File: src/sv/bxds_pkg.sv
// Shared types, constants and the reciprocal table for the box-average downscaler.
// Used by every module of the block; depends on nothing.
package bxds_pkg;

  localparam int MAX_WIDTH    = 2048;
  localparam int MAX_SCALE    = 16;
  localparam int HEIGHT_LIMIT = 2048;

  localparam int CH_W     = 8;
  localparam int SUM_W    = 16;
  localparam int SCALE_W  = 5;
  localparam int DIM_W    = 12;
  localparam int BX_W     = $clog2(MAX_WIDTH);
  localparam int POS_W    = DIM_W + 1;
  localparam int RECIP_W  = 25;
  localparam int RECIP_SH = 24;
  localparam int PROD_W   = SUM_W + RECIP_W;
  localparam int FIFO_DEPTH = 8;
  localparam int FIFO_AW  = $clog2(FIFO_DEPTH);
  localparam int CNT_W    = FIFO_AW + 1;
  localparam int CFG_IDX_W = 2;

  typedef enum logic [CFG_IDX_W-1:0] {
    CFG_SCALE  = 2'd0,
    CFG_WIDTH  = 2'd1,
    CFG_HEIGHT = 2'd2
  } cfg_idx_t;

  typedef struct packed {
    logic            acc;
    logic            restart;
    logic            act;
    logic            blk_end;
    logic            first;
    logic            row_wrap;
    logic [BX_W-1:0] bx;
  } lane_ctl_t;

  typedef struct packed {
    logic vld;
    logic row_end;
    logic frame_end;
  } tag_t;

  typedef struct packed {
    logic [CH_W-1:0] avg_blue;
    logic [CH_W-1:0] avg_green;
    logic [CH_W-1:0] avg_red;
    logic            row_end;
    logic            frame_end;
  } out_word_t;

  // ceil(2^24 / (s*s)); exact floor division of any 16-bit sum by s*s
  function automatic logic [RECIP_W-1:0] recip_of(input logic [SCALE_W-1:0] s);
    logic [RECIP_W-1:0] r;
    begin
      case (s)
        5'd2:    r = 25'd4194304;
        5'd3:    r = 25'd1864136;
        5'd4:    r = 25'd1048576;
        5'd5:    r = 25'd671089;
        5'd6:    r = 25'd466034;
        5'd7:    r = 25'd342393;
        5'd8:    r = 25'd262144;
        5'd9:    r = 25'd207127;
        5'd10:   r = 25'd167773;
        5'd11:   r = 25'd138655;
        5'd12:   r = 25'd116509;
        5'd13:   r = 25'd99274;
        5'd14:   r = 25'd85599;
        5'd15:   r = 25'd74566;
        5'd16:   r = 25'd65536;
        default: r = 25'd16777216;
      endcase
      return r;
    end
  endfunction

endpackage

File: src/sv/bxds_merge.sv
// Merge stage: joins the three lane means with the row and frame flags and
// queues the words for the output channel. Uses bxds_pkg.
module bxds_merge (
  input  logic                          clk,
  input  logic                          rst_n,
  input  bxds_pkg::tag_t                tag,
  input  logic [bxds_pkg::CH_W-1:0]     avg_blue,
  input  logic [bxds_pkg::CH_W-1:0]     avg_green,
  input  logic [bxds_pkg::CH_W-1:0]     avg_red,
  input  logic                          pop,
  output bxds_pkg::out_word_t           word,
  output logic [bxds_pkg::CNT_W-1:0]    cnt
);

  bxds_pkg::out_word_t            q_r [bxds_pkg::FIFO_DEPTH];
  bxds_pkg::out_word_t            push_word;
  logic [bxds_pkg::FIFO_AW-1:0]   wp_r, wp_nxt;
  logic [bxds_pkg::FIFO_AW-1:0]   rp_r, rp_nxt;
  logic [bxds_pkg::CNT_W-1:0]     cnt_r, cnt_nxt;

  always_comb begin
    push_word.avg_blue  = avg_blue;
    push_word.avg_green = avg_green;
    push_word.avg_red   = avg_red;
    push_word.row_end   = tag.row_end;
    push_word.frame_end = tag.frame_end;
  end

  always_comb begin
    wp_nxt  = tag.vld ? wp_r + bxds_pkg::FIFO_AW'(1) : wp_r;
    rp_nxt  = pop ? rp_r + bxds_pkg::FIFO_AW'(1) : rp_r;
    cnt_nxt = cnt_r + bxds_pkg::CNT_W'(tag.vld) - bxds_pkg::CNT_W'(pop);
  end

  always_ff @(posedge clk) begin
    if (!rst_n) begin
      wp_r  <= '0;
      rp_r  <= '0;
      cnt_r <= '0;
    end else begin
      wp_r  <= wp_nxt;
      rp_r  <= rp_nxt;
      cnt_r <= cnt_nxt;
    end
  end

  always_ff @(posedge clk) begin
    if (tag.vld) q_r[wp_r] <= push_word;
  end

  assign word = q_r[rp_r];
  assign cnt  = cnt_r;

endmodule

File: config.mk
export PLATFORM = sky130hd
export DESIGN_NAME = bxds_merge
export DESIGN_NICKNAME = d
export VERILOG_FILES = /design/src/sv/bxds_pkg.sv /design/src/sv/bxds_merge.sv
export SDC_FILE = /design/constraint.sdc
export NUM_CORES = 1
export LEC_CHECK = 0
export ABC_AREA = 1
export BUFFER_PORTS_ARGS = -buffer_cell sky130_fd_sc_hd__buf_2
export CAP_MARGIN = 15
export CORE_MARGIN = 2
export CORE_UTILIZATION = 25
export CTS_CLUSTER_DIAMETER = 150
export DETAILED_ROUTE_END_ITERATION = 8
export GPL_TIMING_DRIVEN = 1
export PLACE_DENSITY_LB_ADDON = 0.2
export RECOVER_POWER = 25
export SKIP_LAST_GASP = 1
export SYNTH_ARGS = -nofsm -noshare
export SYNTH_HDL_FRONTEND = slang
export SYNTH_SLANG_ARGS = --single-unit
export TNS_END_PERCENT = 100
File: constraint.sdc
create_clock -name clk -period 4.55 [get_ports clk]
set_clock_uncertainty 0.2 [all_clocks]
set_input_delay 0.2275 -clock clk [delete_from_list [all_inputs] [get_ports clk]]
set_output_delay 0.2275 -clock clk [all_outputs]
set_load 0.1 [all_outputs]
==> impl_metrics.csv, run 1 <==
group,metric,value,unit
run_status,status,"completed",
setup_path,crit_path_max_fanout,56,
logic_synthesis,synth.distinct_cells,20,
logic_synthesis,yosys_warnings,0,
setup_path,crit_chain,"clkinv_2, buf_12, nand2_1, nand3_1, nand2_1, nand2_1, nand2_1, buf_2",
global_routing,grt_antenna_before_repair,0,
detailed_routing,drcViolationCount,0,
cells_and_area,regArea,6510,um2
timing,period_share,76.5,%
logic_synthesis,ys_ff_latch,221,
clock_tree,cts_setup_buffers,0,
detailed_routing,ant_nets,0,
timing,tightest_slew,1.12,ns
detailed_routing,first_pass_iters,4,
cells_and_area,n_antenna_cell,0,
setup_path,critical_path.max_stage_delay,0.63,ns
pwr,p_leak,5.08,nW
setup_path,reg2reg_slack,2.27,ns
place,hpwl,12100,um
detailed_routing,met3_length,755,um
die,start_util,25.2,%
pwr,power_density,443,nW/um2
detailed_routing,vias,6307,
logic_synthesis,synth_commonest_cells,"353 x nand2_1, 208 x edfxtp_1, 157 x inv_1, 106 x nand3_1, 63 x inv_2",
logic_synthesis,syn_nets,1016,
clock_tree,cts_tree,"yes",
setup_path,required,4.12,ns
pwr,ir_drop,275,uV
timing,timing.final.crit_period,3.48,ns
logic_synthesis,synth_top_cell_by_area,"edfxtp_1",
timing,rsz0062_at_grt,"no",
logic_synthesis,synthTopCellsByArea,"edfxtp_1 65%, nand2_1 14%, inv_1 6.1%",
setup_path,cp-end-kind,"primary output",
die,die_y,201,um
detailed_routing,drt-total-wl,23100,um
die,core-area,38400,um2
logic_synthesis,synthArstFlopShare,0,%
logic_synthesis,synth_edf_count,208,
logic_synthesis,ys_seq_area_share,67.3,%
die,dieWidth,201,um
logic_synthesis,syn-instance-count,979,
die,die_area,40300,um2
logic_synthesis,syn_area,9670,um2
timing,slew_headroom,25.4,%
setup_path,path_buf_inv,3,
setup_path,cp_top_family,"buffers and inverters",
clock_tree,clock_latency,0.53,ns
detailed_routing,wl_per_cell,14.4,um
clock_tree,numCtsBuffers,26,
timing,hold_viol_final,0,
place,gp_congestion,0.700,
logic_synthesis,synthMostInstantiatedCell,"nand2_1",
cells_and_area,layout-drive-gt1-share,15.0,%
setup_path,worst_setup_path_start_kind,"flip-flop",
detailed_routing,viasPerCell,3.93,
setup_path,worstPathArrival,3.06,ns
clock_tree,clockRootBuffer,"clkbuf_16",
flow_run,max-cap-violations,0,
detailed_routing,highest_layer,"met4",
clock_tree,htreeDepth,1,
clock_tree,clkTransAtPathRegs,0.06,ns
timing,fin_setup_tns,0,ns
global_routing,globalRouteOverflowTotal,0,
timing,setup_viol,0,
cells_and_area,num-fill-cells,4095,
cells_and_area,nets,1105,
detailed_routing,route.met2.wl,11200,um
setup_path,slowest_stage,"clkinv_2",
worst_hold_path,holdCritPathClass,"reg -> reg",
cells_and_area,multi_input_area,2140,um2
clock_tree,clock-sinks,221,
setup_path,path_common_cell,"nand2_1",
global_routing,grt_pass1_vias,6196,
cells_and_area,synthToLayoutAreaGrowth,20.0,%
setup_path,critPathKind,"reg -> out",
global_routing,track_usage,11.6,%
logic_synthesis,synth.top_cell.area_share,64.6,%
logic_synthesis,synth_ff_type,"edfxtp_1",
global_routing,grt_pass1_wl,36400,um
timing,fmax,287,MHz
die,num_rows,72,
timing,finalMaxSlewViolations,0,
detailed_routing,route.layer.met1.wl,10800,um
cells_and_area,final_util,30.2,%
detailed_routing,drtIter0Drc,350,
global_routing,grt_max_degree,89,
die,io_pins,60,
logic_synthesis,synth.avg_cell_area,9.88,um2
clock_tree,ctsLongestPathBuffers,3,
place,port_buffers,59,
-- placed cells by master, fill, tap and decap left out, types with 7 or more instances in the layout --
master	n
dfxtp_1	11
inv_2	62
buf_2	44
buf_4	9
edfxtp_1	208
a21oi_1	7
clkbuf_1	22
nand3_1	106
nand2_1	353
nor2_4	8
inv_1	157
clkinv_2	8
clkbuf_16	26
clkinv_1	10
dlygate4sd3_1	31
-- state kept, by name, indices dropped and copies added (netlist names), named ones only --
signal and cells:
rp_r 3, wp_r 3, cnt 4, q_r 208
-- final timing paths --
check / startpoint / end / depth (start not counted)
worst max register to register: wp_r[0] / q_r[3][22] / 3
worst max-delay path: flip-flop / word[25] / 8
worst min register to register: wp_r[0] / wp_r[0] / 2
worst min-delay path: wp_r[0] / wp_r[0] / 2
-- worst register-to-register path: stages, from the launching register on --
cell and delay, ns:
dfxtp_1 0.37, nand2_1 0.24, nor2_4 0.85, buf_4 0.33
-- where the power goes --
part	switching (mW)	leakage, nW	total [mW]	internal (mW)
combinational	0.724	2.70	0.907	0.184
sequential	0.0277	2.00	2.31	2.29
clock	0.809	0.380	1.91	1.11
-- per-layer routing --
layer | GRT usage, % | vias up
met5 | 0 | -
met4 | 2.83 | 0
met3 | 1.83 | 30
met2 | 20.1 | 79
met1 | 15.2 | 2975
li1 | - | 3223
-- repair_timing --
action | 4_1_cts | 5_1_grt
hold endpoints to repair | 221 | 0
resized for setup | 0 | 0
hold buffers | 31 | 0
-- stage by stage --
stage / instances / total power, mW / area, um2 / hold slack (ns) / setup slack [ns]
after floorplan: 979 / 3.06 / 9670 / 0.121 / 2.11
after global placement: 1527 / 3.26 / 10500 / 0.286 / 1.56
after detailed placement: 1527 / 3.26 / 10500 / 0.292 / 1.56
after CTS: 1606 / 5.23 / 11600 / 0.291 / 0.992
after global routing: 1606 / 5.38 / 11600 / 0.342 / 0.876
final: 1606 / 5.14 / 11600 / 0.307 / 1.07
-- cell type report --
type                            instances  area share, %
Multi-Input combinational cell        494           18.4
Clock buffer                           33           5.83
Inverter                              225           7.31
Timing Repair Buffer                  100           5.81
Clock inverter                         15          0.906
Tap cell                              518           5.59
Sequential cell                       221           56.1
-- logic make-up after synthesis --
logic type / after synthesis / share of synthesized area [%]
simple gates: 475 / 19.9
fa+ha+maj: 7 / 0.983
flops: 221 / 67.3
buf+inv: 264 / 11.2
compound gates: 11 / 0.569
xor+xnor: 1 / 0.0906
Note: power is estimated with default switching activity, not from simulation.
==> run 2, diff against run 1 <==
==> constraint.sdc (replaced) <==
create_clock -name clk -period 3.3 [get_ports clk]
set_clock_uncertainty 0.2 [all_clocks]
set_input_delay 0.165 -clock clk [delete_from_list [all_inputs] [get_ports clk]]
set_output_delay 0.165 -clock clk [all_outputs]
set_load 0.1 [all_outputs]
==> impl_metrics.csv, run 2 (synthesized netlist as in run 1, its figures left out) <==
group,metric,value,unit
global_routing,grt_max_degree,105,
clock_tree,clock_latency,0.51,ns
global_routing,track_usage,11.7,%
timing,slew_headroom,44.0,%
timing,setup_viol,0,
setup_path,worst_setup_path_start_kind,"flip-flop",
timing,fin_ws,0.516,ns
clock_tree,numCtsBuffers,26,
setup_path,rr_startpoint,"wp_r[0]",
detailed_routing,vias,6268,
clock_tree,ctsLongestPathBuffers,3,
worst_hold_path,holdCritPathClass,"in -> reg",
worst_hold_path,min-delay-start,"pop",
setup_path,reg2reg_slack,1.18,ns
cells_and_area,synthToLayoutAreaGrowth,22.5,%
setup_path,crit_path_max_fanout,23,
pwr,power_density,618,nW/um2
setup_path,critPathKind,"reg -> out",
timing,fmax,359,MHz
pwr,ir_drop,377,uV
global_routing,globalRouteOverflowTotal,0,
timing,rsz0062_at_grt,"no",
clock_tree,clock-sinks,221,
clock_tree,clkTransAtPathRegs,0.06,ns
global_routing,grt_pass1_vias,6290,
die,die_area,40300,um2
global_routing,grt_pass1_wl,36700,um
detailed_routing,first_pass_iters,4,
die,die_y,201,um
timing,period_share,84.3,%
global_routing,grt_antenna_before_repair,1,
place,place_ws,1.02,ns
die,io_pins,60,
run_status,status,"completed",
timing,timing.final.crit_period,2.78,ns
timing,tightest_slew,0.840,ns
timing,finalMaxSlewViolations,0,
detailed_routing,wl_per_cell,14.5,um
setup_path,worstPathArrival,2.42,ns
detailed_routing,drcViolationCount,0,
setup_path,r2r-end,"q_r[0][2]",
die,dieWidth,201,um
clock_tree,htreeDepth,1,
detailed_routing,ant_nets,0,
setup_path,reg2reg_depth,3,
pwr,p_leak,5.18,nW
cells_and_area,final_cell_mix,"353 x nand2_1, 208 x edfxtp_1, 157 x inv_1, 106 x nand3_1, 62 x inv_2",
cells_and_area,mostFrequentLayoutCell,"nand2_1",
detailed_routing,drt-total-wl,23300,um
die,start_util,25.2,%
timing,hold_viol_final,0,
flow_run,max-cap-violations,0,
cells_and_area,final_area,11800,um2
setup_path,required,2.93,ns
worst_hold_path,holdPathStages,3,
place,hpwl,12600,um
die,core-area,38400,um2
clock_tree,cts_tree,"yes",
cells_and_area,layout-drive-gt1-share,15.7,%
clock_tree,clockRootBuffer,"clkbuf_16",
detailed_routing,viasPerCell,3.89,
place,postPlaceCellArea,10700,um2
clock_tree,cts_setup_buffers,0,
cells_and_area,largest_register,"q_r",
cells_and_area,largest_reg_flops,208,
detailed_routing,drtIter0Drc,289,
place,gp_congestion,0.706,
die,num_rows,72,
timing,fin_setup_tns,0,ns
cells_and_area,final_util,30.9,%
cells_and_area,nets,1110,
setup_path,cp-end-kind,"primary output",
place,port_buffers,59,
## run 2: cell type report
cell class	count	area (um2)
diodes	1	2.50
clock buffers	36	728
clock inverters	10	113
fillers	3998	26500
inverters	225	848
multi-input cells	494	2140
flip-flops and latches	221	6510
well taps	518	648
repair buffers	105	857
## run 2: how the worst max path moves through the flow
stage / start / slack [ns] / cells after the start / to
floorplan: cnt[0] / 0.86 / 8 / cnt[2]
finish: flip-flop / 0.52 / 7 / word[6]
CTS: flip-flop / 0.46 / 7 / word[6]
global route: flip-flop / 0.39 / 7 / word[6]
detailed placement: flip-flop / 1.02 / 7 / word[6]
global placement: flip-flop / 1.04 / 7 / word[7]
## run 2: repair_timing
item / in CTS / in global routing
gates resized for setup: 0 / 0
setup endpoints to repair: 0 / 0
hold buffers: 30 / 0
endpoints found under the hold margin: 221 / 0
## run 2: critical path: stages (launching register included)
cell and delay, ns:
dfxtp_2 0.32, inv_2 0.47, buf_4 0.33, nand3_1 0.10, nand2_1 0.11, nand2_1 0.06, nand2_1 0.09, buf_2 0.42
## run 2: through the flow
step / power (mW) / hold slack (ns) / std cells
final: 7.33 / 0.294 / 1610
after global routing: 7.63 / 0.305 / 1610
after CTS: 7.44 / 0.214 / 1609
after detailed placement: 4.58 / 0.248 / 1533
after global placement: 4.58 / 0.244 / 1533
after floorplan: 4.23 / 0.0585 / 979
## run 2: report_power, final
group / internal [mW] / leakage [nW] / switching [mW]
clock: 1.69 / 0.412 / 1.11
combinational: 0.320 / 2.77 / 1.02
sequential: 3.15 / 2.00 / 0.0347
## run 2: layer usage
layer  up-vias  wire (um)  track usage [%]
met2        95      11100             20.2
met5         -          0                0
met3        28        820             1.70
met1      2913      11000             15.6
met4         0        305             2.43
li1       3232          -                -
