==> src/sv/bxds_pkg.sv <==
// Shared types, constants and the reciprocal table for the box-average downscaler.
// Used by every module of the block; depends on nothing.
package bxds_pkg;

  localparam int MAX_WIDTH    = 2048;
  localparam int MAX_SCALE    = 16;
  localparam int HEIGHT_LIMIT = 2048;

  localparam int CH_W     = 8;
  localparam int SUM_W    = 16;
  localparam int SCALE_W  = 5;
  localparam int DIM_W    = 12;
  localparam int BX_W     = $clog2(MAX_WIDTH);
  localparam int POS_W    = DIM_W + 1;
  localparam int RECIP_W  = 25;
  localparam int RECIP_SH = 24;
  localparam int PROD_W   = SUM_W + RECIP_W;
  localparam int FIFO_DEPTH = 8;
  localparam int FIFO_AW  = $clog2(FIFO_DEPTH);
  localparam int CNT_W    = FIFO_AW + 1;
  localparam int CFG_IDX_W = 2;

  typedef enum logic [CFG_IDX_W-1:0] {
    CFG_SCALE  = 2'd0,
    CFG_WIDTH  = 2'd1,
    CFG_HEIGHT = 2'd2
  } cfg_idx_t;

  typedef struct packed {
    logic            acc;
    logic            restart;
    logic            act;
    logic            blk_end;
    logic            first;
    logic            row_wrap;
    logic [BX_W-1:0] bx;
  } lane_ctl_t;

  typedef struct packed {
    logic vld;
    logic row_end;
    logic frame_end;
  } tag_t;

  typedef struct packed {
    logic [CH_W-1:0] avg_blue;
    logic [CH_W-1:0] avg_green;
    logic [CH_W-1:0] avg_red;
    logic            row_end;
    logic            frame_end;
  } out_word_t;

  // ceil(2^24 / (s*s)); exact floor division of any 16-bit sum by s*s
  function automatic logic [RECIP_W-1:0] recip_of(input logic [SCALE_W-1:0] s);
    logic [RECIP_W-1:0] r;
    begin
      case (s)
        5'd2:    r = 25'd4194304;
        5'd3:    r = 25'd1864136;
        5'd4:    r = 25'd1048576;
        5'd5:    r = 25'd671089;
        5'd6:    r = 25'd466034;
        5'd7:    r = 25'd342393;
        5'd8:    r = 25'd262144;
        5'd9:    r = 25'd207127;
        5'd10:   r = 25'd167773;
        5'd11:   r = 25'd138655;
        5'd12:   r = 25'd116509;
        5'd13:   r = 25'd99274;
        5'd14:   r = 25'd85599;
        5'd15:   r = 25'd74566;
        5'd16:   r = 25'd65536;
        default: r = 25'd16777216;
      endcase
      return r;
    end
  endfunction

endpackage

==> src/sv/bxds_ctrl.sv <==
// Configuration registers, raster position counters and block tracking.
// Drives the lane control word and the flag pipeline; uses bxds_pkg.
module bxds_ctrl (
  input  logic                                clk,
  input  logic                                rst_n,
  input  logic                                acc,
  input  logic                                cfg_we,
  input  logic [bxds_pkg::CFG_IDX_W-1:0]      cfg_index,
  input  logic [bxds_pkg::DIM_W-1:0]          cfg_data,
  output bxds_pkg::lane_ctl_t                 ctl,
  output logic [bxds_pkg::RECIP_W-1:0]        recip,
  output bxds_pkg::tag_t                      tag,
  output logic [1:0]                          inflight
);

  logic [bxds_pkg::SCALE_W-1:0] scale_r, scale_nxt;
  logic [bxds_pkg::DIM_W-1:0]   width_r, width_nxt;
  logic [bxds_pkg::DIM_W-1:0]   height_r, height_nxt;
  logic                         restart;

  logic [bxds_pkg::SCALE_W-1:0] s_eff;
  logic [bxds_pkg::DIM_W-1:0]   w_eff;
  logic [bxds_pkg::DIM_W-1:0]   h_eff;

  logic [bxds_pkg::BX_W-1:0]    pcol_r, pcol_nxt;
  logic [bxds_pkg::BX_W-1:0]    prow_r, prow_nxt;
  logic [3:0]                   wbc_r, wbc_nxt;
  logic [3:0]                   wbr_r, wbr_nxt;
  logic [bxds_pkg::BX_W-1:0]    bcol_r, bcol_nxt;
  logic [bxds_pkg::POS_W-1:0]   bstart_r, bstart_nxt;
  logic [bxds_pkg::POS_W-1:0]   rstart_r, rstart_nxt;

  logic [bxds_pkg::POS_W-1:0]   s_pos;
  logic [bxds_pkg::DIM_W-1:0]   pcol_inc;
  logic [bxds_pkg::DIM_W-1:0]   prow_inc;
  logic                         row_wrap, frame_wrap, wbc_wrap, wbr_wrap;
  logic                         act, blk_end, emit, row_last, frame_last;

  bxds_pkg::tag_t               t1_r, t2_r, t3_r;
  bxds_pkg::tag_t               t1_nxt;

  always_comb begin
    restart    = 1'b0;
    scale_nxt  = scale_r;
    width_nxt  = width_r;
    height_nxt = height_r;
    if (cfg_we) begin
      case (bxds_pkg::cfg_idx_t'(cfg_index))
        bxds_pkg::CFG_SCALE: begin
          scale_nxt = cfg_data[bxds_pkg::SCALE_W-1:0];
          restart   = 1'b1;
        end
        bxds_pkg::CFG_WIDTH: begin
          width_nxt = cfg_data;
          restart   = 1'b1;
        end
        bxds_pkg::CFG_HEIGHT: begin
          height_nxt = cfg_data;
          restart    = 1'b1;
        end
        default: restart = 1'b0;
      endcase
    end
  end

  always_comb begin
    if (scale_r == '0) s_eff = bxds_pkg::SCALE_W'(1);
    else if (scale_r > bxds_pkg::SCALE_W'(bxds_pkg::MAX_SCALE))
      s_eff = bxds_pkg::SCALE_W'(bxds_pkg::MAX_SCALE);
    else s_eff = scale_r;

    if (width_r == '0) w_eff = bxds_pkg::DIM_W'(1);
    else if (width_r > bxds_pkg::DIM_W'(bxds_pkg::MAX_WIDTH))
      w_eff = bxds_pkg::DIM_W'(bxds_pkg::MAX_WIDTH);
    else w_eff = width_r;

    if (height_r == '0) h_eff = bxds_pkg::DIM_W'(1);
    else if (height_r > bxds_pkg::DIM_W'(bxds_pkg::HEIGHT_LIMIT))
      h_eff = bxds_pkg::DIM_W'(bxds_pkg::HEIGHT_LIMIT);
    else h_eff = height_r;
  end

  assign s_pos    = bxds_pkg::POS_W'(s_eff);
  assign pcol_inc = {1'b0, pcol_r} + bxds_pkg::DIM_W'(1);
  assign prow_inc = {1'b0, prow_r} + bxds_pkg::DIM_W'(1);
  assign row_wrap   = pcol_inc >= w_eff;
  assign frame_wrap = prow_inc >= h_eff;
  assign wbc_wrap   = ({1'b0, wbc_r} + 5'd1) >= s_eff;
  assign wbr_wrap   = ({1'b0, wbr_r} + 5'd1) >= s_eff;

  assign act = ((bstart_r + s_pos) <= {1'b0, w_eff}) &&
               ((rstart_r + s_pos) <= {1'b0, h_eff});
  assign blk_end    = act && ({1'b0, wbc_r} == (s_eff - 5'd1));
  assign emit       = blk_end && ({1'b0, wbr_r} == (s_eff - 5'd1));
  assign row_last   = (bstart_r + (s_pos << 1)) > {1'b0, w_eff};
  assign frame_last = row_last && ((rstart_r + (s_pos << 1)) > {1'b0, h_eff});

  always_comb begin
    pcol_nxt   = pcol_r;
    prow_nxt   = prow_r;
    wbc_nxt    = wbc_r;
    wbr_nxt    = wbr_r;
    bcol_nxt   = bcol_r;
    bstart_nxt = bstart_r;
    rstart_nxt = rstart_r;
    if (restart) begin
      pcol_nxt   = '0;
      prow_nxt   = '0;
      wbc_nxt    = '0;
      wbr_nxt    = '0;
      bcol_nxt   = '0;
      bstart_nxt = '0;
      rstart_nxt = '0;
    end else if (acc) begin
      if (row_wrap) begin
        pcol_nxt   = '0;
        wbc_nxt    = '0;
        bcol_nxt   = '0;
        bstart_nxt = '0;
        if (frame_wrap) begin
          prow_nxt   = '0;
          wbr_nxt    = '0;
          rstart_nxt = '0;
        end else begin
          prow_nxt = prow_inc[bxds_pkg::BX_W-1:0];
          if (wbr_wrap) begin
            wbr_nxt    = '0;
            rstart_nxt = rstart_r + s_pos;
          end else begin
            wbr_nxt = wbr_r + 4'd1;
          end
        end
      end else begin
        pcol_nxt = pcol_inc[bxds_pkg::BX_W-1:0];
        if (wbc_wrap) begin
          wbc_nxt    = '0;
          bcol_nxt   = bcol_r + bxds_pkg::BX_W'(1);
          bstart_nxt = bstart_r + s_pos;
        end else begin
          wbc_nxt = wbc_r + 4'd1;
        end
      end
    end
  end

  always_comb begin
    ctl.acc      = acc;
    ctl.restart  = restart;
    ctl.act      = act;
    ctl.blk_end  = blk_end;
    ctl.first    = (wbr_r == '0);
    ctl.row_wrap = row_wrap;
    ctl.bx       = bcol_r;
    t1_nxt.vld       = acc && !restart && emit;
    t1_nxt.row_end   = row_last;
    t1_nxt.frame_end = frame_last;
  end

  always_ff @(posedge clk) begin
    if (!rst_n) begin
      scale_r  <= bxds_pkg::SCALE_W'(1);
      width_r  <= bxds_pkg::DIM_W'(640);
      height_r <= bxds_pkg::DIM_W'(480);
      pcol_r   <= '0;
      prow_r   <= '0;
      wbc_r    <= '0;
      wbr_r    <= '0;
      bcol_r   <= '0;
      bstart_r <= '0;
      rstart_r <= '0;
      t1_r     <= '0;
      t2_r     <= '0;
      t3_r     <= '0;
    end else begin
      scale_r  <= scale_nxt;
      width_r  <= width_nxt;
      height_r <= height_nxt;
      pcol_r   <= pcol_nxt;
      prow_r   <= prow_nxt;
      wbc_r    <= wbc_nxt;
      wbr_r    <= wbr_nxt;
      bcol_r   <= bcol_nxt;
      bstart_r <= bstart_nxt;
      rstart_r <= rstart_nxt;
      t1_r     <= t1_nxt;
      t2_r     <= t1_r;
      t3_r     <= t2_r;
    end
  end

  assign recip    = bxds_pkg::recip_of(s_eff);
  assign tag      = t3_r;
  assign inflight = 2'({1'b0, t1_r.vld} + {1'b0, t2_r.vld} + {1'b0, t3_r.vld});

endmodule

==> config.mk <==
export PLATFORM = sky130hd
export DESIGN_NAME = bxds_ctrl
export DESIGN_NICKNAME = d
export VERILOG_FILES = /design/src/sv/bxds_pkg.sv /design/src/sv/bxds_ctrl.sv
export SDC_FILE = /design/constraint.sdc
export NUM_CORES = 1
export LEC_CHECK = 0
export ABC_AREA = 1
export BUFFER_PORTS_ARGS = -buffer_cell sky130_fd_sc_hd__buf_2
export CAP_MARGIN = 20
export CORE_MARGIN = 2
export CORE_UTILIZATION = 53
export CTS_CLUSTER_DIAMETER = 50
export DETAILED_ROUTE_END_ITERATION = 6
export GPL_TIMING_DRIVEN = 0
export PLACE_DENSITY_LB_ADDON = 0.1
export SLEW_MARGIN = 20
export SYNTH_ARGS = -nofsm -noshare
export SYNTH_HDL_FRONTEND = slang
export SYNTH_SLANG_ARGS = --single-unit
==> constraint.sdc <==
create_clock -name clk -period 5.9 [get_ports clk]
set_input_delay 1.475 -clock clk [delete_from_list [all_inputs] [get_ports clk]]
set_output_delay 1.475 -clock clk [all_outputs]
set_load 0.02 [all_outputs]
==> impl_metrics.py <==
metrics = {
    "status": {
        "outcome": "finished clean",
    },
    "synthesis": {
        "ys.warnings.count": 0,
        "yosys.area.top_type": "dfxtp_1",
        "synth_edf_count": 0,
        "yosysMostFrequentCell": "nand2_1",
        "synth_cell_types": 48,
        "synthCells": 1246,
        "syn_area_um2": 8500,
        "syn_area_per_cell_um2": 6.82,
        "ys_top_cells_by_count": "nand2_1, inv_1, ha_1",
        "yosysSeqAreaShare_pct": 24.7,
        "synth.top_cell.area_share_pct": 24.7,
        "ys_seq_elements": 105,
        "synthArstFlopShare_pct": 0,
        "netlist_top_cells_area": "dfxtp_1, ha_1, nand2_1",
        "synth_ff_type": "dfxtp_1",
    },
    "setup_path": {
        "critPathMaxFanout": 5,
        "arrival_ps": 4060,
        "start_kind": "flop",
        "rrSetupSlack_ps": 1860,
        "criticalPathCategory": "flop to output pin",
        "r2r-end": "t1_r[0]$_SDFF_PN0_",
        "rr_startpoint": "scale_r[4]$_SDFFE_PN0P_",
        "cp-end-kind": "output pin",
        "required_ps": 4430,
        "reg2reg_depth": 16,
    },
    "final_layout": {
        "drive_above_1_share_pct": 10.5,
        "area_delta_synth_final_pct": 11.0,
        "seqCellArea_um2": 2100,
        "fill_cells": 1585,
        "layout.nets": 1461,
        "antennaDiodeCount": 0,
        "final_area_um2": 9440,
        "multiInputGateArea_um2": 5650,
    },
    "global_route": {
        "grt.total_usage_pct": 27.0,
        "overflow": 0,
        "grt_start_max_net_pins": 21,
        "grt_pass1_wl_um": 36100,
        "antenna_found_initial": 0,
        "grt_pass1_vias": 7436,
    },
    "power": {
        "vdd_drop_max_v": 0.000168,
        "leakage_uw": 0.00490,
        "power_density_nw_per_um2": 182,
    },
    "route": {
        "drt_iter0_drc": 497,
        "vias": 7964,
        "dr.pass1.iters": 6,
        "viasPerCell": 5.16,
        "drt-total-wl_um": 22000,
        "ant_nets": 0,
        "wl_per_cell_um": 14.3,
        "drcViolationCount": 0,
    },
    "sta": {
        "setup_viol": 0,
        "period_share_pct": 93.8,
        "fmax_mhz": 181,
        "min_period_ps": 5540,
        "tightestPinTransition_ps": 661,
        "rsz0062_at_grt": "no",
        "skew_ps": 19.6,
        "setup_tns_ps": 0,
        "slew_violations": 0,
        "slew_headroom_pct": 55.9,
        "finalHoldViolCount": 0,
    },
    "placed_design": {
        "dpl-instance-area_um2": 9080,
        "gp_congestion": 0.867,
        "io_buffers": 61,
        "dp_hpwl_um": 17700,
    },
    "clocking": {
        "clk_pin_slew_ps": 80,
        "h-tree-depth": 3,
        "clock_latency_ps": 370,
        "cts_tree": "built",
        "clock-sinks": 105,
        "cts_inserted_buffers": 9,
        "clockBufferDepth": 2,
        "cts_root_buf": "clkbuf_16",
    },
    "die": {
        "die_w_um": 131,
        "fp.dieH_um": 131,
        "rows": 46,
        "ios": 65,
        "design.die.area_um2": 17100,
        "initial_core_util_pct": 53.9,
        "core_um2": 15800,
    },
    "min_path": {
        "min_to": "tag[0]$_SDFF_PN0_",
        "min_path_cells": 2,
        "hold_path_class": "flop to flop",
        "worstHoldStart": "t2_r[0]$_SDFF_PN0_",
    },
    "job": {
        "maxCapViolCount": 0,
    },
}
==> critical path, cell delays in order (launching register included) <==
cell	delay (ps)
dfxtp_1	410
inv_1	140
a21oi_2	210
nor2_4	80
ha_1	220
fa_1	400
a21oi_1	200
o21bai_2	110
nand3_1	80
nand2_1	70
xor2_1	140
inv_1	90
ha_1	290
a21oi_1	120
o21ai_0	80
nor2_1	120
nand2_1	70
nand2_1	50
nand2_1	70
a21oi_1	210
nand2_1	70
nor2_1	170
buf_4	140
buf_2	150
==> layout by cell type (no fill, tap or decap), types with 3 or more instances in the layout <==
cell	instances
a21o_1	3
a21oi_1	94
a21oi_2	3
buf_2	70
buf_4	15
clkbuf_1	9
clkbuf_16	9
dfxtp_1	104
fa_1	5
ha_1	116
inv_1	153
inv_2	3
nand2_1	326
nand3_1	94
nand3b_1	3
nand4_1	17
nor2_1	104
nor2_2	5
nor2_4	7
nor3_1	12
nor4_1	6
o211ai_1	4
o21ai_0	49
o21ai_2	3
xnor2_1	16
xor2_1	55
==> routing by layer <==
metal / track usage, % / part of all wire [%]
met4: 7.88 / 1.6
met5: 0 / 0
met2: 48.3 / 49
met3: 3.14 / 3.4
met1: 34.2 / 46
==> worst max path at each step <==
stage                                       start  endpoint  depth (start not counted)
final                     scale_r[3]$_SDFFE_PN0P_   ctl[14]                         23
after global routing      scale_r[3]$_SDFFE_PN0P_   ctl[14]                         23
after CTS                 scale_r[4]$_SDFFE_PN0P_   ctl[14]                         18
after detailed placement  scale_r[4]$_SDFFE_PN0P_   ctl[14]                         19
after global placement    scale_r[4]$_SDFFE_PN0P_   ctl[14]                         19
after floorplan           scale_r[2]$_SDFFE_PN0P_   ctl[13]                         19
==> cells by family after synthesis <==
group                      count (synthesis)  synth area share [%]
DFF                                      105                  24.7
buffers and inverters                    193                  9.37
other                                      1                0.0441
adders and majority gates                121                  18.2
xor gates and xnor gates                  71                  7.31
and+or+nand+nor                          586                  29.4
AOI/OAI and AO/OA                        169                  10.9
==> area by class of cell <==
| cell class | count | share of cell area, % |
|---|---|---|
| inverters | 158 | 6.28 |
| clock inverters | 7 | 0.729 |
| well taps | 216 | 2.86 |
| repair buffers | 64 | 3.47 |
| plain buffers | 35 | 2.19 |
| flip-flops and latches | 105 | 22.3 |
| multi-input cells | 949 | 59.8 |
| clock buffers | 9 | 2.39 |
==> where the power goes <==
part	total [uW]	internal [uW]	switching [uW]
Clock	607	298	309
Sequential	738	723	15.1
Combinational	376	126	250
Total	1720	1150	575
==> through the flow <==
step	util, %	power (uW)	worst slack, ps	hold slack (ps)	cells
2_1_floorplan	-	1010	1110	390	1247
4_1_cts	59.5	1730	90.9	418	1540
6_report	59.9	1720	365	416	1543
3_5_place_dp	57.6	1120	-54.5	399	1524
5_1_grt	59.9	1810	31.0	455	1543
3_3_place_gp	57.6	1120	-58.6	394	1524
==> state kept, by name, summed over array words and instances, names as in the netlist <==
register,flops
bstart_r,13
rstart_r,13
height_r,12
width_r,12
bcol_r,11
pcol_r,11
prow_r,11
scale_r,5
wbc_r,4
wbr_r,4
t1_r,3
t2_r,3
tag,3
==> what timing repair did <==
item,in CTS,in global routing
setup buffers,0,3
setup endpoints to repair,2,2
pin swaps,0,1
hold buffers,0,0
endpoints found under the hold margin,0,0
gates resized for setup,3,8
No activity file was read; power rests on OpenSTA's default activity.
